`src/hw/rtl/rar_pkg.sv`:
```
// Shared types, codes and helpers for the rational ALU with reduction.
package rar_pkg;

    localparam int FIELD_WIDTH       = 32;
    localparam int RES_WIDTH         = 64;
    localparam int OPERAND_WIDTH_DEF = 32;

    localparam logic [RES_WIDTH-1:0] RES_MAG_MAX = {1'b0, {(RES_WIDTH-1){1'b1}}};

    typedef enum logic [1:0] {
        OP_ADD = 2'd0,
        OP_SUB = 2'd1,
        OP_MUL = 2'd2,
        OP_DIV = 2'd3
    } op_t;

    typedef struct packed {
        op_t                            operation;
        logic signed [FIELD_WIDTH-1:0]  a_num;
        logic signed [FIELD_WIDTH-1:0]  a_den;
        logic signed [FIELD_WIDTH-1:0]  b_num;
        logic signed [FIELD_WIDTH-1:0]  b_den;
    } rar_in_t;

    typedef struct packed {
        logic signed [RES_WIDTH-1:0] res_num;
        logic signed [RES_WIDTH-1:0] res_den;
        logic                        math_error;
    } rar_out_t;

    typedef enum logic [3:0] {
        ST_IDLE,
        ST_MUL0,
        ST_MUL1,
        ST_MUL2,
        ST_SUM,
        ST_GCD_GO,
        ST_GCD_RUN,
        ST_DIVN_GO,
        ST_DIVN_RUN,
        ST_DIVD_GO,
        ST_DIVD_RUN,
        ST_DONE
    } rar_state_t;

    // Sign and magnitude to two's complement, magnitude clipped to the positive range.
    function automatic logic [RES_WIDTH-1:0] to_twos(input logic neg,
                                                     input logic [RES_WIDTH-1:0] mag);
        logic [RES_WIDTH-1:0] m;
        m = mag[RES_WIDTH-1] ? RES_MAG_MAX : mag;
        return neg ? (~m + RES_WIDTH'(1)) : m;
    endfunction

endpackage

```
`src/hw/rtl/rar_mul.sv`:
```
// Unsigned magnitude multiplier with a registered product.
module rar_mul import rar_pkg::*; #(
    parameter int OPERAND_WIDTH = OPERAND_WIDTH_DEF
) (
    input  logic                       aclk,
    input  logic [OPERAND_WIDTH-1:0]   x,
    input  logic [OPERAND_WIDTH-1:0]   y,
    output logic [2*OPERAND_WIDTH-1:0] p
);

    localparam int PW = 2 * OPERAND_WIDTH;

    logic [PW-1:0] p_reg;

    always_ff @(posedge aclk) begin
        p_reg <= PW'(x) * PW'(y);
    end

    assign p = p_reg;

endmodule

```
`config.mk`:
```
export PLATFORM = sky130hd
export DESIGN_NAME = rar_mul
export DESIGN_NICKNAME = d
export VERILOG_FILES = /design/src/hw/rtl/rar_pkg.sv /design/src/hw/rtl/rar_mul.sv
export SDC_FILE = /design/constraint.sdc
export NUM_CORES = 2
export LEC_CHECK = 0
export ABC_AREA = 1
export BUFFER_PORTS_ARGS = -buffer_cell sky130_fd_sc_hd__buf_2
export CORE_MARGIN = 1.5
export CORE_UTILIZATION = 55
export DETAILED_ROUTE_END_ITERATION = 8
export GPL_TIMING_DRIVEN = 0
export PLACE_DENSITY_LB_ADDON = 0.15
export SYNTH_ARGS = -nofsm -noshare
export SYNTH_HDL_FRONTEND = slang
export SYNTH_SLANG_ARGS = --single-unit
```
`constraint.sdc`:
```
create_clock -name aclk -period 19.16 [get_ports aclk]
set_input_delay 3.832 -clock aclk [delete_from_list [all_inputs] [get_ports aclk]]
set_output_delay 3.832 -clock aclk [all_outputs]
set_load 0.01 [all_outputs]
```
[After elaboration in Yosys (flattened, before gate mapping)]
Index checks and enable logic that the tools add are counted.
W data, S select, Z words.
Storage, ports and cells
  output and inout port bits: 64
  memory bits (writable): 0
  register bits after elaboration: 64
  memory bits (read-only): 0
  bits in latches: 0
  memories kept: 0
  word-level logic and storage cells: 2
Operators by class
  $add $sub $neg: 0
  mux-type cells: 0
  bitwise operators: 0
  eq/ne operators: 0
  divide/modulo/power cells: 0
  multipliers: 1
  magnitude comparators: 0
  reduce and logical (&&, ||, !) cells: 0
  shift operators: 0
Operators with widths (count)
  $mul A32 B32 Y64: 1

[Depth between registers and ports, before layout]
  depth after elaboration: 1
  depth in mapped cells: 30
  mapped depth without buffers: 29

[Least setup slack after synthesis]
OpenSTA, ideal clock, no wires.
  path kind: input -> register
  start: input x[25]
  end: register p_reg[60] (netlist: p[60])
  path slack: 9.514 ns
  library setup time: 0.112 ns
  stages: 26
  data required time: 19.048 ns
  arrival time: 9.534 ns
  cells stage by stage: clkbuf_1 -> nand2_1 -> fa_1 -> inv_1 -> fa_1 -> inv_1 -> fa_1 -> inv_1 -> fa_1 -> fa_1 -> fa_1 -> fa_1 -> inv_1 -> fa_1 -> inv_1 -> ha_1 -> nand2_1 -> nand2_1 -> a21oi_1 -> nand2_1 -> nand2_1 -> nand2_1 -> a21oi_1 -> nand2_1 -> nand2_1 -> nand2_1
Between the ends
  longest elaborated chain between the ends: 1
RTL lines
  start: declaration: RTL line rar_mul.sv:6  | input logic [OPERAND_WIDTH-1:0] x,
  $mul A32 B32 Y64: RTL line rar_mul.sv:16  | p_reg <= PW'(x) * PW'(y);
  end signal: assignment: RTL line rar_mul.sv:16
  end: declaration: RTL line rar_mul.sv:13  | logic [PW-1:0] p_reg;
Every way passes these cells.

[Worst setup path in the final report]
  start: input x[5]
  end: register p_reg[63] (netlist: p[63])
The elaborated chain is that of the path after synthesis.

==> results.md <==
* Port Buffers at 128
* NumNets Final at 6386
* Hold Fails Final Rpt at 0
* Sequential share of the synthesized area at 0.0343
* Mapped Nets at 6247
* Largest net degree at the start of global routing at 14
* GR met2 Demand/Resource at 0.602
* Setup Crit Path Kind: in2reg
* Hold_sp: y[0]
* Area grow syn2layout at 5.45%
* Number of clock sinks at 64
* Met1 usage at 0.515
* Post-detail-place hpwl at 116000 um
* Post-CTS setup buffers at 0
* Max clock buf depth at 2
* Final ANT Viol Nets at 0
* Num ports at 129
* Relative slew slack at 0.109
* Final count of pins violating max slew at 0
* Crit start category: input port
* Synth warn at 0
* Number of flip-flops under the largest register name at 64
* Type of the tightest min-delay check: in2reg
* Status: finished clean
* H-tree levels at 3
* Iteration-0 DRC Markers at 2976
* Mean routed wirelength per cell at 21.8 um
* Setup crit start: x[5]
* # resized after CTS at 0
* Post-Synthesis Cells at 5023
* Initial antenna violation count at 3
* Fmax at 91.5 MHz
* Largest fanout on the critical path at 10
* Setup_tns at 0 ns
* Initial Util at 0.556
* Gr usage total at 0.392
* Storage cell area at 1280 sq um
* Post-CTS Hold Fix Bufs at 0
* Grt peak-use layer: met2
* Layout cells sized above 1 at 0.0403
* Vias in the first global route at 31.7k
* Drt via density at 5.23
* Drt pass-1 iters at 5
* Area of the multi-input gates at 28900 sq um
* Tmin final at 10.93 ns
* Die area at 69600 sq um
* Final hold slack at 3.81 ns
* CTS root buf: clkbuf_16
* Total CTS buffers at 9
* Worst-path clk slew at 0.06 ns
* Global-route wire length before repair at 198000 um
* Total gr overflow at 0
* Routability congestion estimate from global placement at 1.08
* Post-Syn Area at 37400 sq um
* Worst path required time at 19.36 ns
* Syn_area_per_cell at 7.45 sq um
* MaxCap Viol Count at 0
* Global routing usage on met3 at 0.0945
* Unrepaired setup endpoints after global routing: false
* Flops & latches, synth at 64
* WP data arrival at 11.13 ns
* Die width at 264 um
* Fill cells at 6630
* Period utilization at 0.570
* WL final at 132000 um
* CTS tree: yes
* Yosys cell types at 23
* Rows at 95
* CP endpoint kind: flip-flop
* Setup-failing EPs final at 0
* Drt drc at 0
* Slew @ Worst Pin at 1.34 ns
* Die height at 264 um
* Total via count in the routed design at 31.6k
* Core area at 67300 sq um
-- metrics by stage --
step           setup slack [ns]   util  area [sq um]  instances
2_1_floorplan              9.51      -         37400       5023
3_3_place_gp               8.03  0.582         39100       6024
3_5_place_dp               8.03  0.582         39100       6024
4_1_cts                    8.34  0.586         39400       6040
5_1_grt                    8.08  0.586         39400       6040
6_report                   8.23  0.586         39400       6041
-- critical path, cell delays in order --
cell      delay, ns
buf_2          0.18
clkbuf_1       0.94
nand2_1        0.16
fa_1           0.54
inv_1          0.05
fa_1           0.49
inv_1          0.06
fa_1           0.54
inv_1          0.06
fa_1           0.48
fa_1           0.52
fa_1           0.43
fa_1           0.69
fa_1           0.49
ha_1           0.44
nand2_1        0.13
nor2_1         0.19
inv_2          0.09
nor2_1         0.28
a21oi_1        0.14
nand2_2        0.14
nand2_1        0.09
nand3_1        0.07
nand2_1        0.09
-- final timing paths --
kind	end	slack, ns	cells after the start
worst max-delay path	p[63]	8.23	24
worst min-delay path	p[0]	3.81	3
-- Yosys cell counts --
| cell | instances | area (sq um) |
|---|---|---|
| dfxtp_1 | 64 | 1280 |
| xnor2_1 | 2 | 17.5 |
| nand3_1 | 56 | 280 |
| xor2_1 | 33 | 289 |
| nor3_4 | 1 | 16.3 |
| clkbuf_1 | 192 | 721 |
| nor2_2 | 14 | 87.6 |
| fa_1 | 896 | 17900 |
| nand2_2 | 15 | 93.8 |
| o21bai_2 | 1 | 11.3 |
| nand4_1 | 16 | 100 |
| ha_1 | 263 | 3290 |
| o21bai_1 | 11 | 82.6 |
| a21oi_1 | 43 | 215 |
| inv_2 | 12 | 45.0 |
| nand3_2 | 9 | 90.1 |
| o21ai_0 | 2 | 10.0 |
| nor2_1 | 81 | 304 |
| inv_1 | 1723 | 6470 |
| nor3_2 | 6 | 60.1 |
| nor3_1 | 11 | 55.1 |
| nor2_4 | 6 | 67.6 |
| nand2_1 | 1566 | 5880 |
-- kinds of logic after synthesis --
kind of cell | count (synthesis) | share of synthesized area
buffers and inverters | 1927 | 0.193
AOI/OAI and AO/OA | 57 | 0.00853
DFF | 64 | 0.0343
adders and majority gates | 1159 | 0.568
and+or+nand+nor | 1781 | 0.188
xor gates and xnor gates | 35 | 0.00820
-- layout make-up --
| cell class | count | share of cell area |
|---|---|---|
| antenna | 1 | 0.0000634 |
| buffer | 192 | 0.0183 |
| clock buffer | 9 | 0.00571 |
| clock inverter | 7 | 0.00200 |
| inverter | 1735 | 0.165 |
| multi-input combinational | 3032 | 0.732 |
| sequential | 64 | 0.0325 |
| tap | 873 | 0.0277 |
| timing repair buffer | 128 | 0.0162 |
-- cell usage in the layout (no fill, tap or decap), drive strengths merged, types with 43 or more instances in the layout --
cell / Yosys / final
nor2: 101 / 101
ha: 263 / 263
dfxtp: 64 / 64
clkbuf: 192 / 201
inv: 1735 / 1738
nand3: 65 / 65
a21oi: 43 / 43
fa: 896 / 896
buf: 0 / 128
nand2: 1581 / 1581
-- metal layers --
metal / vias up / part of all wire
met2: 1693 / 0.44
met4: 4 / 0.069
met3: 341 / 0.12
met1: 15600 / 0.37
li1: 13900 / -
met5: - / 0.00039
Power is left out: the tool's default activity adds up to more than one toggle a clock period on the data nets, which glitch-free logic cannot reach.
