### config.mk
export PLATFORM = sky130hd
export DESIGN_NAME = rar_gcd
export DESIGN_NICKNAME = d
export VERILOG_FILES = /design/src/hw/rtl/rar_pkg.sv /design/src/hw/rtl/rar_gcd.sv
export SDC_FILE = /design/constraint.sdc
export NUM_CORES = 1
export LEC_CHECK = 0
export ABC_AREA = 1
export BUFFER_PORTS_ARGS = -buffer_cell sky130_fd_sc_hd__buf_4
export CAP_MARGIN = 0
export CORE_AREA = 2 2 310 312
export CTS_BUF_LIST = sky130_fd_sc_hd__clkbuf_2 sky130_fd_sc_hd__clkbuf_4 sky130_fd_sc_hd__clkbuf_8
export CTS_CLUSTER_SIZE = 24
export DETAILED_ROUTE_END_ITERATION = 10
export DIE_AREA = 0 0 312 314
export PLACE_DENSITY = 0.41
export SLEW_MARGIN = 25
export SYNTH_ARGS = -nofsm -noshare
export SYNTH_HDL_FRONTEND = slang
export SYNTH_SLANG_ARGS = --single-unit
### constraint.sdc
create_clock -name aclk -period 7.73 [get_ports aclk]
set_clock_uncertainty 0.15 [all_clocks]
set_input_delay 0.773 -clock aclk [delete_from_list [all_inputs] [get_ports aclk]]
set_output_delay 0.773 -clock aclk [all_outputs]
set_load 0.005 [all_outputs]
### src/hw/rtl/rar_pkg.sv
// Shared types, codes and helpers for the rational ALU with reduction.
package rar_pkg;

    localparam int FIELD_WIDTH       = 32;
    localparam int RES_WIDTH         = 64;
    localparam int OPERAND_WIDTH_DEF = 32;

    localparam logic [RES_WIDTH-1:0] RES_MAG_MAX = {1'b0, {(RES_WIDTH-1){1'b1}}};

    typedef enum logic [1:0] {
        OP_ADD = 2'd0,
        OP_SUB = 2'd1,
        OP_MUL = 2'd2,
        OP_DIV = 2'd3
    } op_t;

    typedef struct packed {
        op_t                            operation;
        logic signed [FIELD_WIDTH-1:0]  a_num;
        logic signed [FIELD_WIDTH-1:0]  a_den;
        logic signed [FIELD_WIDTH-1:0]  b_num;
        logic signed [FIELD_WIDTH-1:0]  b_den;
    } rar_in_t;

    typedef struct packed {
        logic signed [RES_WIDTH-1:0] res_num;
        logic signed [RES_WIDTH-1:0] res_den;
        logic                        math_error;
    } rar_out_t;

    typedef enum logic [3:0] {
        ST_IDLE,
        ST_MUL0,
        ST_MUL1,
        ST_MUL2,
        ST_SUM,
        ST_GCD_GO,
        ST_GCD_RUN,
        ST_DIVN_GO,
        ST_DIVN_RUN,
        ST_DIVD_GO,
        ST_DIVD_RUN,
        ST_DONE
    } rar_state_t;

    // Sign and magnitude to two's complement, magnitude clipped to the positive range.
    function automatic logic [RES_WIDTH-1:0] to_twos(input logic neg,
                                                     input logic [RES_WIDTH-1:0] mag);
        logic [RES_WIDTH-1:0] m;
        m = mag[RES_WIDTH-1] ? RES_MAG_MAX : mag;
        return neg ? (~m + RES_WIDTH'(1)) : m;
    endfunction

endpackage

### src/hw/rtl/rar_gcd.sv
// Iterative binary gcd of two non-zero magnitudes, one shift or subtract step a cycle.
module rar_gcd import rar_pkg::*; #(
    parameter int WIDTH = 2 * OPERAND_WIDTH_DEF
) (
    input  logic             aclk,
    input  logic             aresetn,
    input  logic             start,
    input  logic [WIDTH-1:0] u_in,
    input  logic [WIDTH-1:0] v_in,
    output logic             done,
    output logic [WIDTH-1:0] g
);

    localparam int KW = $clog2(WIDTH);

    logic             busy_reg;
    logic             done_reg;
    logic [WIDTH-1:0] u_reg, u_next;
    logic [WIDTH-1:0] v_reg, v_next;
    logic [KW-1:0]    k_reg, k_next;
    logic [WIDTH-1:0] g_reg;
    logic             equal;

    assign equal = (u_reg == v_reg);

    always_comb begin
        u_next = u_reg;
        v_next = v_reg;
        k_next = k_reg;
        if (!u_reg[0] && !v_reg[0]) begin
            // common factor of two, kept in k
            u_next = u_reg >> 1;
            v_next = v_reg >> 1;
            k_next = k_reg + KW'(1);
        end else if (!u_reg[0]) begin
            u_next = u_reg >> 1;
        end else if (!v_reg[0]) begin
            v_next = v_reg >> 1;
        end else if (u_reg > v_reg) begin
            u_next = (u_reg - v_reg) >> 1;
        end else begin
            v_next = (v_reg - u_reg) >> 1;
        end
    end

    always_ff @(posedge aclk) begin
        if (!aresetn) begin
            busy_reg <= 1'b0;
            done_reg <= 1'b0;
        end else begin
            done_reg <= 1'b0;
            if (start) begin
                busy_reg <= 1'b1;
            end else if (busy_reg && equal) begin
                busy_reg <= 1'b0;
                done_reg <= 1'b1;
            end
        end
    end

    always_ff @(posedge aclk) begin
        if (start) begin
            u_reg <= u_in;
            v_reg <= v_in;
            k_reg <= '0;
        end else if (busy_reg && !equal) begin
            u_reg <= u_next;
            v_reg <= v_next;
            k_reg <= k_next;
        end
        if (busy_reg && equal) begin
            g_reg <= u_reg << k_reg;
        end
    end

    assign done = done_reg;
    assign g    = g_reg;

endmodule

== After elaboration in Yosys (flattened, before gate mapping) ==
Cells that the tools add are included.
Storage, ports and cells
  register bits: 200
  logic and storage cells: 47
Cells by class
  add/sub/neg operators: 3
  magnitude comparators: 1
  eq/ne operators: 4
  shift operators: 1
  mux-type cells: 15
  bitwise operators: 1
  reduce and logical (&&, ||, !) cells: 14
Operators with widths (count)
  $mux W64: 12
  $sub A64 B64 Y64: 2
  $eq A64 B64 Y1: 1
  $gt A64 B64 Y1: 1
  $shl A64 B6 Y64: 1
  $ne A4 B2 Y1 const B: 2
  $add A6 B1 Y6 const B: 1
  $reduce_and A3 Y1: 2
  $ne A4 B4 Y1 const B: 1
  $reduce_and A2 Y1: 2
  $reduce_bool A2 Y1: 2
  $logic_and A1 B1 Y1: 3
  $logic_not A1 Y1: 3
  $mux W1: 3
  $reduce_bool A3 Y1: 1
  $reduce_or A2 Y1: 1
  $not A1 Y1: 1

== Logic depth before layout (Yosys ltp) ==
Gate-level depths: netlist of the first run.
  depth in word-level cells: 7
  mapped depth: 20
  depth with buffers taken out: 19

== Worst setup path before layout of the first run ==
Ideal clock, no wire load.
  kind: register -> register
  start: register u_reg[0]
  end: register u_reg[10] (enable)
  setup time: 0.484 ns
  arrival time: 4.970 ns
  data required time: 7.096 ns
  path slack: 2.126 ns
  cell stages (with the launch flop): 19
  buffers on the path: 0
  period minus slack after synthesis: 5.604 ns
  path through: edfxtp_1 inv_1 ha_1 fa_1 inv_1 nand3_1 nand2_1 nand2_1 nand2_1 nand2_1 nand2_1 nand2_1 nand2_1 nand2_1 nand2_2 nand2_1 inv_2 o21ai_0 nor2_1
On the way
  longest elaborated chain between the ends: 5
RTL lines
  start: declaration: RTL line rar_gcd.sv:18  | logic [WIDTH-1:0] u_reg, u_next;
  start signal: assignment: RTL line rar_gcd.sv:63  | u_reg <= u_in;
  start signal: assignment: RTL line rar_gcd.sv:67  | u_reg <= u_next;
  branches (longest 4 deep; another with $gt A64 B64 Y1)
  $reduce_and A3 Y1 (no line) *
Mark *: on every way between the ends.
A chain may end at the register's enable or synchronous reset.

== Worst setup path in the final report of the first run ==
  start: register u_reg[0]
  end: register u_reg[50] (enable)
Same word-level chain as after synthesis.

==> results of run 1 <==
[layer usage]
| layer | up-vias | routed length (um) | GRT usage |
|---|---|---|---|
| met1 | 12000 | 55400 | 0.327 |
| li1 | 12700 | - | - |
| met2 | 720 | 54500 | 0.394 |
| met4 | 0 | 3010 | 0.0695 |
| met3 | 101 | 6720 | 0.0355 |
| met5 | - | 0 | 0 |
[cell usage after synthesis, drive strengths merged, types with 40 or more instances]
master | number | area, sq um
nand3 | 171 | 861
a21oi | 241 | 1220
clkbuf | 122 | 489
ha | 130 | 1630
nand2 | 1493 | 5610
o21ai | 290 | 1450
buf | 45 | 220
xor2 | 68 | 596
inv | 662 | 2480
nor2 | 446 | 1690
mux2i | 40 | 400
edfxtp | 192 | 5770
[critical path, stage by stage (launching register included)]
cell      delay, ns
edfxtp_1       0.44
inv_1          0.19
ha_1           0.31
fa_1           0.48
inv_1          0.13
nand3_1        0.08
nand2_1        0.21
nand2_1        0.08
nand2_1        0.14
nand2_1        0.06
nand2_1        0.19
nand2_1        0.08
nand2_1        0.12
nand2_1        0.08
nand2_2        0.11
nand2_1        0.33
inv_2          0.64
o21ai_0        0.26
nor2_4         0.44
buf_12         0.29
[through the flow]
stage	setup slack, ns	hold WS, ns	instances	cell area (sq um)	total power [W]
after floorplan	2.13	0.300	4039	23500	0.00499
after global placement	2.14	0.413	5360	26000	0.00722
after detailed placement	2.51	0.427	5361	26100	0.00720
after CTS	2.46	0.145	5393	26500	0.00802
after global routing	2.16	0.168	5394	26500	0.00864
final	2.50	0.189	5395	26500	0.00806
[cell families (layout without fill, tap and decap cells)]
logic type | count (synthesis) | in the layout
buffers and inverters | 833 | 922
adder cells (fa/ha/maj) | 132 | 132
other | 0 | 2
multiplexers | 40 | 40
AO/OA/AOI/OAI | 567 | 567
AND/OR/NAND/NOR | 2192 | 2192
flip-flops | 200 | 200
XOR/XNOR | 75 | 75
[where the power goes]
| part | switching, W | internal, W | leakage [nW] | total, W |
|---|---|---|---|---|
| clock | 0.000522 | 0.000268 | 0.193 | 0.000790 |
| combinational | 0.00419 | 0.00149 | 11.7 | 0.00568 |
| sequential | 0.000144 | 0.00145 | 1.90 | 0.00160 |
| total | 0.00486 | 0.00321 | 13.8 | 0.00806 |
[worst min path at each step]
stage | end | slack [ns] | cells after the start
after detailed placement | done$_SDFF_PP0_ | 0.43 | 2
after floorplan | done$_SDFF_PP0_ | 0.30 | 2
after global routing | u_reg[63]$_DFFE_PP_ | 0.17 | 3
after CTS | u_reg[63]$_DFFE_PP_ | 0.14 | 3
final | u_reg[63]$_DFFE_PP_ | 0.19 | 3
after global placement | busy_reg$_SDFFE_PN0P_ | 0.41 | 2
[final cells by class]
type	count	area (sq um)
Fill cell	11200	68000
Sequential cell	200	5930
Antenna cell	2	5.00
Clock inverter	15	160
Inverter	666	2500
Multi-Input combinational cell	3006	14300
Clock buffer	17	234
Timing Repair Buffer	224	1710
Tap cell	1265	1580
==> qor.txt, run 1 <==
status: completed
R2R Path End: u_reg[50]$_DFFE_PP_
crit path to: u_reg[50]$_DFFE_PP_
DRC: 0
Synth Area in Simple Gates: 0.370
post-layout min period: 5.23 ns
syn nets: 4,302
max cap viols: 0
vias in the first global route: 24,700
# resized after CTS: 0
Seq cells post-synth: 200
Hold Vio Cnt, Final: 0
xor/xnor cell area share of the yosys netlist: 0.0280
CTS tree: yes
Final Slew Violations: 0
Cell variety after synth: 42
Crit. End Element: register
fmax: 191 MHz
number of synthesized flops with an enable pin: 192
worst vdd ir: 0.143 mV
worst-path fanout max: 33
Post-Syn Area: 23,500 sq um
I/O pins: 196
CTS Buf Count: 17
RSZ-0062 raised after global routing: false
Sink Count: 200
CTS clk-pin slew, worst paths: 0.16 ns
RePlAce Congestion: 0.984
Syn Inst Count: 4,039
first-pass GRT wire length: 171,000 um
Die X-Extent: 312 um
Setup CP Type: reg2reg
CTS Buffer Depth: 2
CP startpoint: u_reg[0]$_DFFE_PP_
synthesis warning total: 0
Avg WL per Cell: 22.2 um
Hold Crit Start: u_in[63]
adder-cell share of the synthesized area: 0.0710
Final HPWL DP: 101,000 um
IO buf count: 195
fin util: 0.280
Initial Util: 0.248
nets@finish: 4,378
layout cells sized above 1: 0.0761
Pre-antenna DRT Iters: 6
PD cells: 305 nW/um^2
Die Span Y: 314 um
Worst setup SP type: register
fraction of registers with async set or reset after synthesis: 0
GRT overflow: 0
count of final setup violators: 0
Required @ worst endpoint: 7.92 ns
CTS HTree Levels: 4
R2R Setup Slk: 2.50 ns
Worst R2R Start: u_reg[0]$_DFFE_PP_
highest-count cells in the layout ignoring fill and taps: nand2_1, inv_1, nor2_1, o21ai_0, a21oi_1
CTS Hold Buffers Added: 0
antenna violations before repair: 5
Setup Buffers After CTS: 0
Register-to-Register Path Depth: 19
commonest non-fill, non-tap cell in the layout: nand2_1
Syn Area/Cell: 5.81 sq um
Area growth, synth to finish: 12.8%
ys flop type: edfxtp_1
vias per cell: 4.73
Synth Area in Compound Gates: 0.125
gr usage total: 0.240
ANT nets after route: 0
Slew @ Worst Pin: 1.06 ns
Hold Crit Class: in2reg
Rows: 113
DIE AREA: 98,000 sq um
Skew-Pair Late Insertion Delay: 0.68 ns
Slew HR: 0.289
Core Footprint: 94,400 sq um
combinational family with the most area after synthesis: simple AND/OR/NAND/NOR gates
static leakage: 13.8 nW
initial DRC count: 2,018
Via Count: 25,500
final wirelength: 120,000 um
crit share post-route: 0.677
post-synthesis mux area share: 0.0171
Final TNS setup: 0 ns
post-synthesis sequential area ratio: 0.253
largest net degree at the start of global routing: 82
Root Driver: clkbuf_8
WP data arrival: 5.42 ns
No activity file was read; power rests on OpenSTA's default activity.
==> inputs of run 2 (changes only) <==
Settings changed: ABC_AREA 1 to 0, CORE_AREA 2 2 310 312 to 2 2 287 289, DIE_AREA 0 0 312 314 to 0 0 289 291, PLACE_DENSITY 0.41 to 0.43.
Clock period 7.73 ns to 4.4 ns, I/O delays scaled along.
==> qor.txt, run 2 <==
Die X-Extent: 289 um
Slew HR: 0.351
DRC: 0
ANT nets after route: 0
WP data arrival: 4.40 ns
antenna violations before repair: 6
Syn Area/Cell: 8.07 sq um
area of the multi-input gates: 12,700 sq um
top-count cell post-synth: nand2_1
Syn Inst Count: 2,495
IO buf count: 195
nets@finish: 3,059
Seq cells post-synth: 200
largest net degree at the start of global routing: 85
commonest non-fill, non-tap cell in the layout: buf_4
PD cells: 463 nW/um^2
first-pass GRT wire length: 135,000 um
pre-CTS WS: 0.176 ns
worst vdd ir: 0.263 mV
crit share post-route: 0.952
Hold Vio Cnt, Final: 0
Layout fillers: 8,779
CTS Buffer Depth: 2
fmax: 239 MHz
static leakage: 10.6 nW
fin worst setup slack: 0.210 ns
post-layout min period: 4.19 ns
FF+latch area: 5930 sq um
Area growth, synth to finish: 24.3%
Slew @ Worst Pin: 0.967 ns
CTS HTree Levels: 4
vias per cell: 5.32
gr usage total: 0.217
initial DRC count: 1,883
Pre-antenna DRT Iters: 6
GRT overflow: 0
Required @ worst endpoint: 4.61 ns
ys flop type: edfxtp_1
Via Count: 20,700
syn nets: 2,758
DIE AREA: 84,100 sq um
synthesis warning total: 0
number of synthesized flops with an enable pin: 192
Root Driver: clkbuf_8
CTS clk-pin slew, worst paths: 0.14 ns
Hold Crit Class: in2reg
max cap viols: 0
RePlAce Congestion: 0.939
post-synthesis sequential area ratio: 0.294
final wirelength: 92,900 um
Rows: 105
most frequent cells after synthesis: nand2_1, a21oi_1, nor2_1
Post-Syn Area: 20,100 sq um
vias in the first global route: 20,000
cell depth of the worst hold path: 3
CTS Buf Count: 17
Core Footprint: 81,200 sq um
Final TNS setup: 0 ns
Sink Count: 200
Die Span Y: 291 um
Register-to-Register Path Depth: 14
layout cells sized above 1: 0.170
CTS tree: yes
Final Slew Violations: 0
Avg WL per Cell: 23.9 um
share of the synthesized area in the top cell type: 0.286
count of final setup violators: 0
fin util: 0.308
ranking of synthesized cells by area: edfxtp_1, ha_1, a21oi_1
fraction of registers with async set or reset after synthesis: 0
Skew-Pair Late Insertion Delay: 0.63 ns
Worst setup SP type: register
Initial Util: 0.248
Cell variety after synth: 75
I/O pins: 196
cell taking the most area after synthesis: edfxtp_1
Final HPWL DP: 75,200 um
Crit. End Element: register
worst-path fanout max: 4
RSZ-0062 raised after global routing: false
highest-count cells in the layout ignoring fill and taps: buf_4, nand2_1, a21oi_1, nor2_1, inv_1
Setup CP Type: reg2reg
status: completed
==> run 2: layer usage <==
| layer | vias to the layer above | GRT usage | wire length (um) |
|---|---|---|---|
| li1 | 9619 | - | - |
| met1 | 10100 | 0.326 | 44900 |
| met2 | 823 | 0.322 | 39700 |
| met3 | 85 | 0.0313 | 6110 |
| met4 | 2 | 0.0583 | 2180 |
| met5 | - | 0 | 14 |
==> run 2: metrics by stage <==
step	total power [W]	hold WS, ns	cells	instance area (sq um)
2_1_floorplan	0.00708	0.416	2495	20100
3_3_place_gp	0.0100	0.486	3751	23600
3_5_place_dp	0.00991	0.508	3752	23600
4_1_cts	0.0115	0.000617	3879	25000
5_1_grt	0.0122	0.0300	3883	25000
6_report	0.0116	0.0495	3884	25000
==> run 2: timing repair <==
item | 4_1_cts | 5_1_grt
hold endpoints to repair | 96 | 0
endpoints found under the setup margin | 0 | 14
buffers inserted | 0 | 0
gates resized for setup | 0 | 5
hold buffers | 95 | 0
==> run 2: critical path, cell delays in order (launching register included) <==
cell and delay, ns:
edfxtp_1 0.44, inv_1 0.12, ha_1 0.22, fa_1 0.40, nand2b_1 0.20, a211oi_1 0.36, o21bai_1 0.24, a21oi_1 0.22
o21ai_1 0.26, o21ai_2 0.39, a31oi_1 0.22, buf_4 0.20, o21bai_1 0.21, xnor2_1 0.16, o221ai_1 0.12
==> run 2: worst paths after layout <==
kind,slack (ns),to,from
setup / recovery,0.21,v_reg[53]$_DFFE_PP_,v_reg[0]$_DFFE_PP_
hold / removal,0.05,u_reg[21]$_DFFE_PP_,u_in[21]
setup reg to reg,0.21,v_reg[53]$_DFFE_PP_,v_reg[0]$_DFFE_PP_
hold reg to reg,0.54,busy_reg$_SDFFE_PN0P_,busy_reg$_SDFFE_PN0P_
==> run 2: report_power, final <==
group	switching [W]	internal, W	total [W]
clock	0.000937	0.000494	0.00143
combinational	0.00470	0.00273	0.00742
sequential	0.000286	0.00245	0.00274
==> run 2: cell type report <==
cell class,instances,area share
Antenna cell,5,0.000500
Clock buffer,17,0.00935
Clock inverter,15,0.00800
Inverter,214,0.0321
Multi-Input combinational cell,1904,0.508
Sequential cell,200,0.237
Tap cell,1070,0.0535
Timing Repair Buffer,459,0.151
==> run 2: logic make-up after synthesis <==
group | share of synthesized area
compound gates | 0.254
xor+xnor | 0.0540
fa+ha+maj | 0.0828
buf+inv | 0.0757
flops | 0.294
mux | 0.0809
simple gates | 0.158
