### config.mk
export PLATFORM = sky130hd
export DESIGN_NAME = rar_div
export DESIGN_NICKNAME = d
export VERILOG_FILES = /design/src/hw/rtl/rar_pkg.sv /design/src/hw/rtl/rar_div.sv
export SDC_FILE = /design/constraint.sdc
export NUM_CORES = 1
export LEC_CHECK = 0
export ABC_AREA = 1
export BUFFER_PORTS_ARGS = -buffer_cell sky130_fd_sc_hd__clkbuf_2
export CORE_MARGIN = 2
export CORE_UTILIZATION = 45
export CTS_BUF_LIST = sky130_fd_sc_hd__clkbuf_8
export DETAILED_ROUTE_END_ITERATION = 10
export HOLD_SLACK_MARGIN = 0.06
export PLACE_DENSITY = 0.72
export SYNTH_ARGS = -nofsm -noshare
export SYNTH_HDL_FRONTEND = slang
export SYNTH_SLANG_ARGS = --single-unit
### constraint.sdc
create_clock -name aclk -period 4.2 [get_ports aclk]
set_input_delay 0.42 -clock aclk [delete_from_list [all_inputs] [get_ports aclk]]
set_output_delay 0.42 -clock aclk [all_outputs]
set_load 0.02 [all_outputs]
### src/hw/rtl/rar_pkg.sv
// Shared types, codes and helpers for the rational ALU with reduction.
package rar_pkg;

    localparam int FIELD_WIDTH       = 32;
    localparam int RES_WIDTH         = 64;
    localparam int OPERAND_WIDTH_DEF = 32;

    localparam logic [RES_WIDTH-1:0] RES_MAG_MAX = {1'b0, {(RES_WIDTH-1){1'b1}}};

    typedef enum logic [1:0] {
        OP_ADD = 2'd0,
        OP_SUB = 2'd1,
        OP_MUL = 2'd2,
        OP_DIV = 2'd3
    } op_t;

    typedef struct packed {
        op_t                            operation;
        logic signed [FIELD_WIDTH-1:0]  a_num;
        logic signed [FIELD_WIDTH-1:0]  a_den;
        logic signed [FIELD_WIDTH-1:0]  b_num;
        logic signed [FIELD_WIDTH-1:0]  b_den;
    } rar_in_t;

    typedef struct packed {
        logic signed [RES_WIDTH-1:0] res_num;
        logic signed [RES_WIDTH-1:0] res_den;
        logic                        math_error;
    } rar_out_t;

    typedef enum logic [3:0] {
        ST_IDLE,
        ST_MUL0,
        ST_MUL1,
        ST_MUL2,
        ST_SUM,
        ST_GCD_GO,
        ST_GCD_RUN,
        ST_DIVN_GO,
        ST_DIVN_RUN,
        ST_DIVD_GO,
        ST_DIVD_RUN,
        ST_DONE
    } rar_state_t;

    // Sign and magnitude to two's complement, magnitude clipped to the positive range.
    function automatic logic [RES_WIDTH-1:0] to_twos(input logic neg,
                                                     input logic [RES_WIDTH-1:0] mag);
        logic [RES_WIDTH-1:0] m;
        m = mag[RES_WIDTH-1] ? RES_MAG_MAX : mag;
        return neg ? (~m + RES_WIDTH'(1)) : m;
    endfunction

endpackage

### src/hw/rtl/rar_div.sv
// Restoring serial divider, one quotient bit a cycle; reused for numerator and denominator.
module rar_div import rar_pkg::*; #(
    parameter int WIDTH = 2 * OPERAND_WIDTH_DEF
) (
    input  logic             aclk,
    input  logic             aresetn,
    input  logic             start,
    input  logic [WIDTH-1:0] dividend,
    input  logic [WIDTH-1:0] divisor,
    output logic             done,
    output logic [WIDTH-1:0] quotient
);

    localparam int CW = $clog2(WIDTH + 1);

    logic             busy_reg;
    logic             done_reg;
    logic [CW-1:0]    cnt_reg;
    logic [WIDTH-1:0] rem_reg, rem_next;
    logic [WIDTH-1:0] quo_reg, quo_next;
    logic [WIDTH-1:0] dsr_reg;
    logic [WIDTH:0]   trial;
    logic [WIDTH:0]   diff;
    logic             qbit;

    always_comb begin
        trial    = {rem_reg, quo_reg[WIDTH-1]};
        diff     = trial - {1'b0, dsr_reg};
        qbit     = (trial >= {1'b0, dsr_reg});
        rem_next = qbit ? diff[WIDTH-1:0] : trial[WIDTH-1:0];
        quo_next = {quo_reg[WIDTH-2:0], qbit};
    end

    always_ff @(posedge aclk) begin
        if (!aresetn) begin
            busy_reg <= 1'b0;
            done_reg <= 1'b0;
            cnt_reg  <= '0;
        end else begin
            done_reg <= 1'b0;
            if (start) begin
                busy_reg <= 1'b1;
                cnt_reg  <= CW'(WIDTH);
            end else if (busy_reg) begin
                cnt_reg <= cnt_reg - CW'(1);
                if (cnt_reg == CW'(1)) begin
                    busy_reg <= 1'b0;
                    done_reg <= 1'b1;
                end
            end
        end
    end

    always_ff @(posedge aclk) begin
        if (start) begin
            rem_reg <= '0;
            quo_reg <= dividend;
            dsr_reg <= divisor;
        end else if (busy_reg) begin
            rem_reg <= rem_next;
            quo_reg <= quo_next;
        end
    end

    assign done     = done_reg;
    assign quotient = quo_reg;

endmodule

# ---- Yosys cells after proc, flatten, opt, wreduce, memory -nomap -nowiden
# Index checks and enable logic that the tools add are counted.
dict set report totals {
  inputBits 131
  output_inout_bits 65
  ff_bits 201
}
dict set report classes {
  mux 9
  addsub 2
  n_reduce_logical 3
  bitwise 2
  order_cmp 1
  eq_ne 1
}
# operator count
set op_table {}
lappend op_table {{two-way mux 64 bit} 3}
lappend op_table {{>= comparator 65 x 64 -> 1 bit} 1}
lappend op_table {{subtractor 64 bit} 1}
lappend op_table {{two-way mux 7 bit} 2}
lappend op_table {{equality test 7 x 1 -> 1 bit, second input constant} 1}
lappend op_table {{subtractor 7 x 1 -> 7 bit, second input constant} 1}
lappend op_table {{two-way mux 1 bit} 4}
lappend op_table {{OR reduction 3 bit} 1}
lappend op_table {{NOT 1 bit} 2}
lappend op_table {{nonzero test 2 bit} 1}
lappend op_table {{OR reduction 2 bit} 1}

# ---- Logic depth before layout (Yosys ltp)
# Gate-level depths: netlist of run 1.
dict set report logic_depth {
  word_depth 4
  depth_mapped 19
  depth_no_buf 18
}

# ---- Least setup slack after synthesis of run 1
# Ideal clock, no wire load.
dict set report synth_timing {
  path_type {input port to flip-flop}
  start {input start}
  end {register quo_reg[0], in the netlist quotient[0] (enable)}
  setup_time_ps 454
  required_time_ps 3746
  path_slack_ps 1181
  path_stages 3
  arrival_ps 2565
  cell_sequence {nor2_1 clkinv_1 clkbuf_1}
}
dict set report synth_between {
  elab_chain_cells 1
}
# element line_no
set synth_rtl {}
lappend synth_rtl {{start, declared} rar_div.sv:7} ;# input logic start,
lappend synth_rtl {{nonzero test 2 bit (no line)} -}
lappend synth_rtl {{end signal, assigned} rar_div.sv:57} ;# quo_reg <= dividend;
lappend synth_rtl {{end signal, assigned} rar_div.sv:61} ;# quo_reg <= quo_next;
lappend synth_rtl {{end, declared} rar_div.sv:20} ;# logic [WIDTH-1:0] quo_reg, quo_next;
# Every way passes these cells.
# A chain may end at the register's enable or synchronous reset.

# ---- Final worst setup path of run 1
dict set report layout_timing {
  start {register dsr_reg[3]}
  end {register rem_reg[49]}
}
dict set report layout_between {
  elab_chain_cells 2
  elab_cells_between_ends 3
  cone_classes {1 x add/sub; 1 x order compare; 1 x mux}
}
# element line_no
set layout_rtl {}
lappend layout_rtl {{start, declared} rar_div.sv:21} ;# logic [WIDTH-1:0] dsr_reg;
lappend layout_rtl {{start signal, assigned} rar_div.sv:58} ;# dsr_reg <= divisor;
lappend layout_rtl {{subtractor 64 bit / >= comparator 65 x 64 -> 1 bit (equally long branches)} {rar_div.sv:28, rar_div.sv:29}}
lappend layout_rtl {{two-way mux 64 bit (*)} rar_div.sv:30} ;# rem_next = qbit ? diff[WIDTH-1:0] : trial[WIDTH-1:0];
lappend layout_rtl {{end signal, assigned} rar_div.sv:60} ;# rem_reg <= rem_next;
lappend layout_rtl {{end, declared} rar_div.sv:19} ;# logic [WIDTH-1:0] rem_reg, rem_next;
# Every way passes the cells marked *; elsewhere a longest branch is shown, timed or not.

==> results of run 1 <==
cells in the final DEF (no fill, tap or decap), types with 2 or more instances in the layout:
cell type      synthesis  layout
xnor2_1               28      28
bufinv_16              0       2
edfxtp_1             128     128
nand3_1              151     151
nand4_1               14      14
nor2_1               109     107
nor2_4                 1       3
ha_1                  66      66
dlygate4sd3_1          0      62
xor2_1                 5       5
o21ai_1               17      17
nand2_1              915     915
nand3b_1              37      37
and2_1                 4       4
o21ai_0               26      26
buf_4                  2      11
nor2_2                13      13
clkbuf_2               0     194
clkinv_1               2       2
nand3_2                2       2
inv_1                436     446
nand2_2               11      11
o21bai_1               8       8
nor3_1                16      16
a21o_1                 2       2
clkbuf_8               0      46
clkinv_2               0       9
inv_2                  3       4
dfxtp_1               73      73
a21oi_1               58      58
what timing repair did:
| item | 4_1_cts | 5_1_grt |
|---|---|---|
| hold buffers | 62 | 0 |
| endpoints found under the setup margin | 0 | 0 |
| hold endpoints to repair | 62 | 0 |
worst reg2reg max path, cell delays in order (launching register included):
cell,delay [ns]
edfxtp_1,0.37
inv_1,0.08
ha_1,0.29
nand2_1,0.14
inv_1,0.06
nand2_1,0.06
nand2_1,0.04
nand2_1,0.06
nand3_2,0.18
nand2_2,0.12
nand2_2,0.11
nand2_2,0.10
nand2_2,0.07
nand2_2,0.09
buf_4,0.59
nand3_1,0.28
nand2_1,0.10
inv_1,0.05
nand2_1,0.05
nand2_1,0.04
Yosys cell counts (3+ instances only):
cell type,instances
buf_6,12
dfxtp_1,73
a21oi_1,58
edfxtp_1,128
nor2_2,13
nor3_1,16
o21ai_0,26
nand2_2,11
buf_2,6
xor2_1,5
nand3b_1,37
inv_1,436
clkbuf_1,24
nand2_1,915
xnor2_1,28
nand3_1,151
inv_2,3
nor2_1,109
o21ai_1,17
o21bai_1,8
nand4_1,14
and2_1,4
ha_1,66
logic make-up (layout without fill, tap and decap cells):
group / after synthesis / in the layout
AND/OR/NAND/NOR: 1277 / 1277
buffers and inverters: 487 / 779
flip-flops: 201 / 201
AO/OA/AOI/OAI: 115 / 115
adder cells (fa/ha/maj): 67 / 67
XOR/XNOR: 33 / 33
routing by layer:
metal / wire (µm) / track usage, % / vias up
li1: - / - / 7200
met1: 20000 / 35.6 / 6340
met2: 20600 / 45.8 / 500
met3: 3050 / 4.57 / 64
met4: 1330 / 8.71 / 0
met5: 0 / 0 / -
power by group:
group	internal [mW]	total, mW	switching (mW)
Clock	1.12	2.01	0.890
Sequential	2.25	2.31	0.0637
Combinational	0.257	0.717	0.460
Total	3.63	5.04	1.41
area by class of cell:
type	count	area [µm²]	share of cell area [%]
Timing Repair Buffer	268	1690	9.96
Clock inverter	24	164	0.964
Sequential cell	201	5310	31.2
Multi-Input combinational cell	1492	7050	41.4
Inverter	441	1660	9.74
Tap cell	402	503	2.96
Clock buffer	46	633	3.72
path summary, 6_finish.rpt:
check,end,cells after the start,start,slack [ns]
setup / recovery,rem_reg[49],19,dsr_reg[3],1.20
hold / removal,dsr_reg[25],1,divisor[25],0.08
setup reg to reg,rem_reg[49],19,dsr_reg[3],1.20
hold reg to reg,rem_reg[32],2,rem_reg[32],0.47
per-stage QoR:
stage | instances | hold WS [ns] | worst slack, ns | cell area [µm²] | utilization, %
floorplan | 2180 | 0.437 | 1.18 | 14300 | -
global placement | 2742 | 0.452 | 1.35 | 15600 | 49.6
detailed placement | 2742 | 0.461 | 1.32 | 15600 | 49.6
CTS | 2874 | 0.0697 | 1.28 | 17000 | 54.2
global route | 2874 | 0.0647 | 0.969 | 17000 | 54.2
finish | 2874 | 0.0834 | 1.20 | 17000 | 54.2
==> flow_summary.json, run 1 <==
{
  "status": "complete, no violations",
  "portBuffers": 195,
  "clock-root-buffer": "clkbuf_8",
  "yosysWarningCount": 0,
  "seq_area_frac_synth_pct": 37.2,
  "crit_type": "reg2reg",
  "fill_cells": 3110,
  "syn_area_um2": 14300,
  "cp_common_cell": "nand2_1",
  "cap_violations": 0,
  "worstPathCellList": "inv_1 -> ha_1 -> nand2_1 -> inv_1 -> nand2_1 -> nand2_1 -> nand2_1 -> nand3_2 -> nand2_2 -> nand2_2 -> nand2_2 -> nand2_2 -> nand2_2 -> buf_4 -> nand3_1 -> nand2_1 -> inv_1 -> nand2_1 -> nand2_1",
  "cp.arrival_ns": 3.44,
  "yosysTopAreaCell": "edfxtp_1",
  "grt_max_degree": 67,
  "clockBufferDepth": 3,
  "crit_path_top_delay_cell": "buf_4",
  "synth_compound_area_share_pct": 4.31,
  "drc_errors": 0,
  "drt_first_pass_iters": 7,
  "antenna_found_initial": 0,
  "grt_pass1_wl_mm": 70.7,
  "synthCells": 2180,
  "ys.flop_type": "edfxtp_1",
  "numCtsBuffers": 38,
  "n_antenna_cell": 0,
  "finClkSkew_ns": 0.0233,
  "die_w_um": 182,
  "hold_violations": 0,
  "routed_wl_mm": 45.0,
  "htreeDepth": 2,
  "hold_class": "in2reg",
  "vias": 14100,
  "cts_resized": 0,
  "muxShareOfSynthArea_pct": 0,
  "ys_top_cells_by_area": "edfxtp_1 27%, nand2_1 24%, inv_1 11%",
  "gp_congestion": 1.00,
  "die_area_um2": 33200,
  "die_h_um": 182,
  "core_um2": 31400,
  "syn_to_final_growth_pct": 19.1,
  "routedWlPerCell_um": 15.7,
  "initial_core_util_pct": 45.5,
  "postCtsSetupRepairBufs": 0,
  "total_power_mw": 5.04,
  "ys_ff_latch": 201,
  "hpwl_mm": 35.2,
  "rsz0062_at_grt": "false",
  "clock-sinks": 201,
  "crit_family": "simple AND/OR/NAND/NOR gates",
  "fp-row-count": 65,
  "synth_nets": 2378,
  "leakagePower_nw": 9.48,
  "setup-violations-final": 0,
  "relSlewSlack_pct": 18.6,
  "grt-ovfl-total": 0,
  "avgViaCountPerCell": 4.91,
  "fin_crit_ns": 3.00,
  "clock_latency_ns": 0.55,
  "synthArstFlopShare_pct": 0,
  "crit_required_ns": 4.64,
  "worstMarginPinSlew_ns": 1.22,
  "grt_pass1_vias": 13500,
  "tns_ns": 0,
  "cp.buffers_inverters": 4,
  "cts_tree": "built",
  "final_layout_size_suffix_gt1_share_pct": 12.2,
  "nets": 2640,
  "synth_top_family_by_area": "simple AND/OR/NAND/NOR gates",
  "cp_max_fo": 65,
  "fmax_mhz": 333,
  "p_per_area_nw_per_um2": 297,
  "drt.antenna.violating_nets": 0,
  "critPathCaptureType": "register",
  "synthDominantCellAreaShare_pct": 26.9,
  "synth_simple_gate_area_share_pct": 37.0,
  "boundaryPins": 196,
  "synth.distinct_cells": 38,
  "syn_avg_cell_area_um2": 6.55,
  "grt_util_all_layers_pct": 27.1,
  "synthAdderAreaFrac_pct": 5.93,
  "timing.final.max_slew_violations": 0,
  "ir_drop_mv": 0.284,
  "finalCritPeriodShare_pct": 71.4,
  "synth_xor_area_share_pct": 2.03,
  "clk_pin_slew_ns": 0.06,
  "worst_setup_path_start_kind": "register",
  "drt_iter0_drc": 1076,
  "synth_edf_count": 128,
  "slowest_delay_ns": 0.59
}
(Power assumes the default switching activity.)
==> run 2, diff against run 1 <==
PLACE_DENSITY = 0.74   (was 0.72)
clock period = 2.7 ns   (was 4.2 ns; I/O delays follow)
==> flow_summary.json, run 2 (synthesis gave the netlist of run 1 again) <==
{
  "drt_iter0_drc": 1331,
  "endpoint": "rem_reg[56]",
  "hold_violations": 0,
  "clock-sinks": 201,
  "cts_tree": "built",
  "antenna_found_initial": 0,
  "hold_class": "in2reg",
  "crit_type": "reg2reg",
  "die_h_um": 182,
  "die_area_um2": 33200,
  "final_util_pct": 57.4,
  "grt_max_degree": 90,
  "worstMarginPinSlew_ns": 0.739,
  "numCtsBuffers": 36,
  "n_antenna_cell": 0,
  "grt_pass1_vias": 14600,
  "reg2reg_to": "rem_reg[56]",
  "drc_errors": 0,
  "portBuffers": 195,
  "fp-row-count": 65,
  "htreeDepth": 2,
  "routed_wl_mm": 49.0,
  "gp_congestion": 0.980,
  "worst_setup_path_start_kind": "register",
  "fin_crit_ns": 2.62,
  "clock_latency_ns": 0.57,
  "reg2reg_slack_ns": 0.08,
  "leakagePower_nw": 9.95,
  "p_per_area_nw_per_um2": 431,
  "crit_start": "quotient[63]",
  "fill_cells": 2989,
  "drt.antenna.violating_nets": 0,
  "worst-r2r-cell-count": 13,
  "initial_core_util_pct": 45.5,
  "cap_violations": 0,
  "mostFrequentLayoutCell": "nand2_1",
  "ir_drop_mv": 0.455,
  "fmax_mhz": 382,
  "finClkSkew_ns": 0.0299,
  "status": "complete, no violations",
  "hold_start": "dividend[58]",
  "vias": 14800,
  "clk_pin_slew_ns": 0.07,
  "finalCritPeriodShare_pct": 97.0,
  "final_layout_size_suffix_gt1_share_pct": 13.8,
  "clock-root-buffer": "clkbuf_8",
  "avgViaCountPerCell": 4.98,
  "r2r_start": "quotient[63]",
  "crit_required_ns": 3.15,
  "nets": 2744,
  "timing.final.max_slew_violations": 0,
  "clockBufferDepth": 3,
  "hpwl_mm": 36.8,
  "finalWorstSetupSlack_ns": 0.0812,
  "critPathCaptureType": "register",
  "grt_util_all_layers_pct": 29.6,
  "core_um2": 31400,
  "cp.arrival_ns": 3.07,
  "rsz0062_at_grt": "true",
  "die_w_um": 182,
  "cp_max_fo": 4,
  "setup-violations-final": 0,
  "drt_first_pass_iters": 5,
  "grt-ovfl-total": 0,
  "layout_common_cells": "908 x nand2_1, 446 x inv_1, 194 x clkbuf_2",
  "place_ws_ns": 0.0943,
  "relSlewSlack_pct": 50.7,
  "holdWs_ns": 0.104,
  "routedWlPerCell_um": 16.5,
  "syn_to_final_growth_pct": 26.3,
  "boundaryPins": 196,
  "grt_pass1_wl_mm": 76.9
}
[run 2: cell types whose count changed in the layout (fill, tap and decap cells not counted), sizes merged]
cell	change
bufinv	-1
buf	+44
dlygate4sd3	+61
clkinv	+2
clkbuf	-5
[run 2: power by group]
| part | total [mW] | leakage [nW] | switching [mW] | internal (mW) |
|---|---|---|---|---|
| clock | 2.90 | 0.409 | 1.41 | 1.49 |
| sequential | 3.61 | 1.87 | 0.110 | 3.50 |
| combinational | 1.27 | 7.67 | 0.780 | 0.485 |
| total | 7.77 | 9.95 | 2.30 | 5.47 |
[run 2: how the worst min path moves through the flow]
stage,to,slack (ns),cells past startpoint
after CTS,quotient[58],0.07,3
final,quotient[58],0.10,3
after floorplan,dsr_reg[0],0.37,0
after global placement,dsr_reg[39],0.45,1
after detailed placement,dsr_reg[48],0.45,1
after global routing,quotient[58],0.07,3
[run 2: critical path: stages, from the launching register on]
cell      delay [ns]
edfxtp_1        0.40
inv_1           0.08
ha_1            0.23
fa_1            0.41
nor2_1          0.20
o21ai_0         0.14
nand2_2         0.16
nand2_1         0.08
nand3b_1        0.25
nand2_1         0.21
nand3_1         0.13
nand3_1         0.09
nand2_1         0.07
nand2_1         0.05
[run 2: area by class of cell]
type | instances | area (µm²) | share of cell area [%]
Multi-Input combinational cell | 1492 | 7090 | 39.3
Sequential cell | 201 | 5310 | 29.4
Timing Repair Buffer | 374 | 2750 | 15.3
Inverter | 441 | 1660 | 9.19
Clock buffer | 40 | 551 | 3.06
Tap cell | 402 | 503 | 2.79
Clock inverter | 25 | 163 | 0.903
[run 2: metal layers]
metal / part of all wire [%] / routed length [µm] / track usage, %
met2: 47 / 22900 / 50.5
met4: 3.7 / 1790 / 10.9
met1: 43 / 20900 / 37.9
met5: 0 / 0 / 0
met3: 6.8 / 3310 / 4.61
[run 2: through the flow]
step	TNS, ns	instances	power (mW)	instance area (µm²)
global placement	0	2786	4.73	16000
detailed placement	0	2786	4.75	16000
finish	0	2975	7.77	18000
CTS	0	2974	7.77	18000
global route	-0.0277	2975	8.08	18000
floorplan	0	2180	4.29	14300
[run 2: what timing repair did]
action | 4_1_cts | 5_1_grt
buffers inserted | 0 | 1
gates resized for setup | 0 | 18
setup endpoints to repair | 0 | 65
endpoints found under the hold margin | 124 | 0
hold buffers | 123 | 0
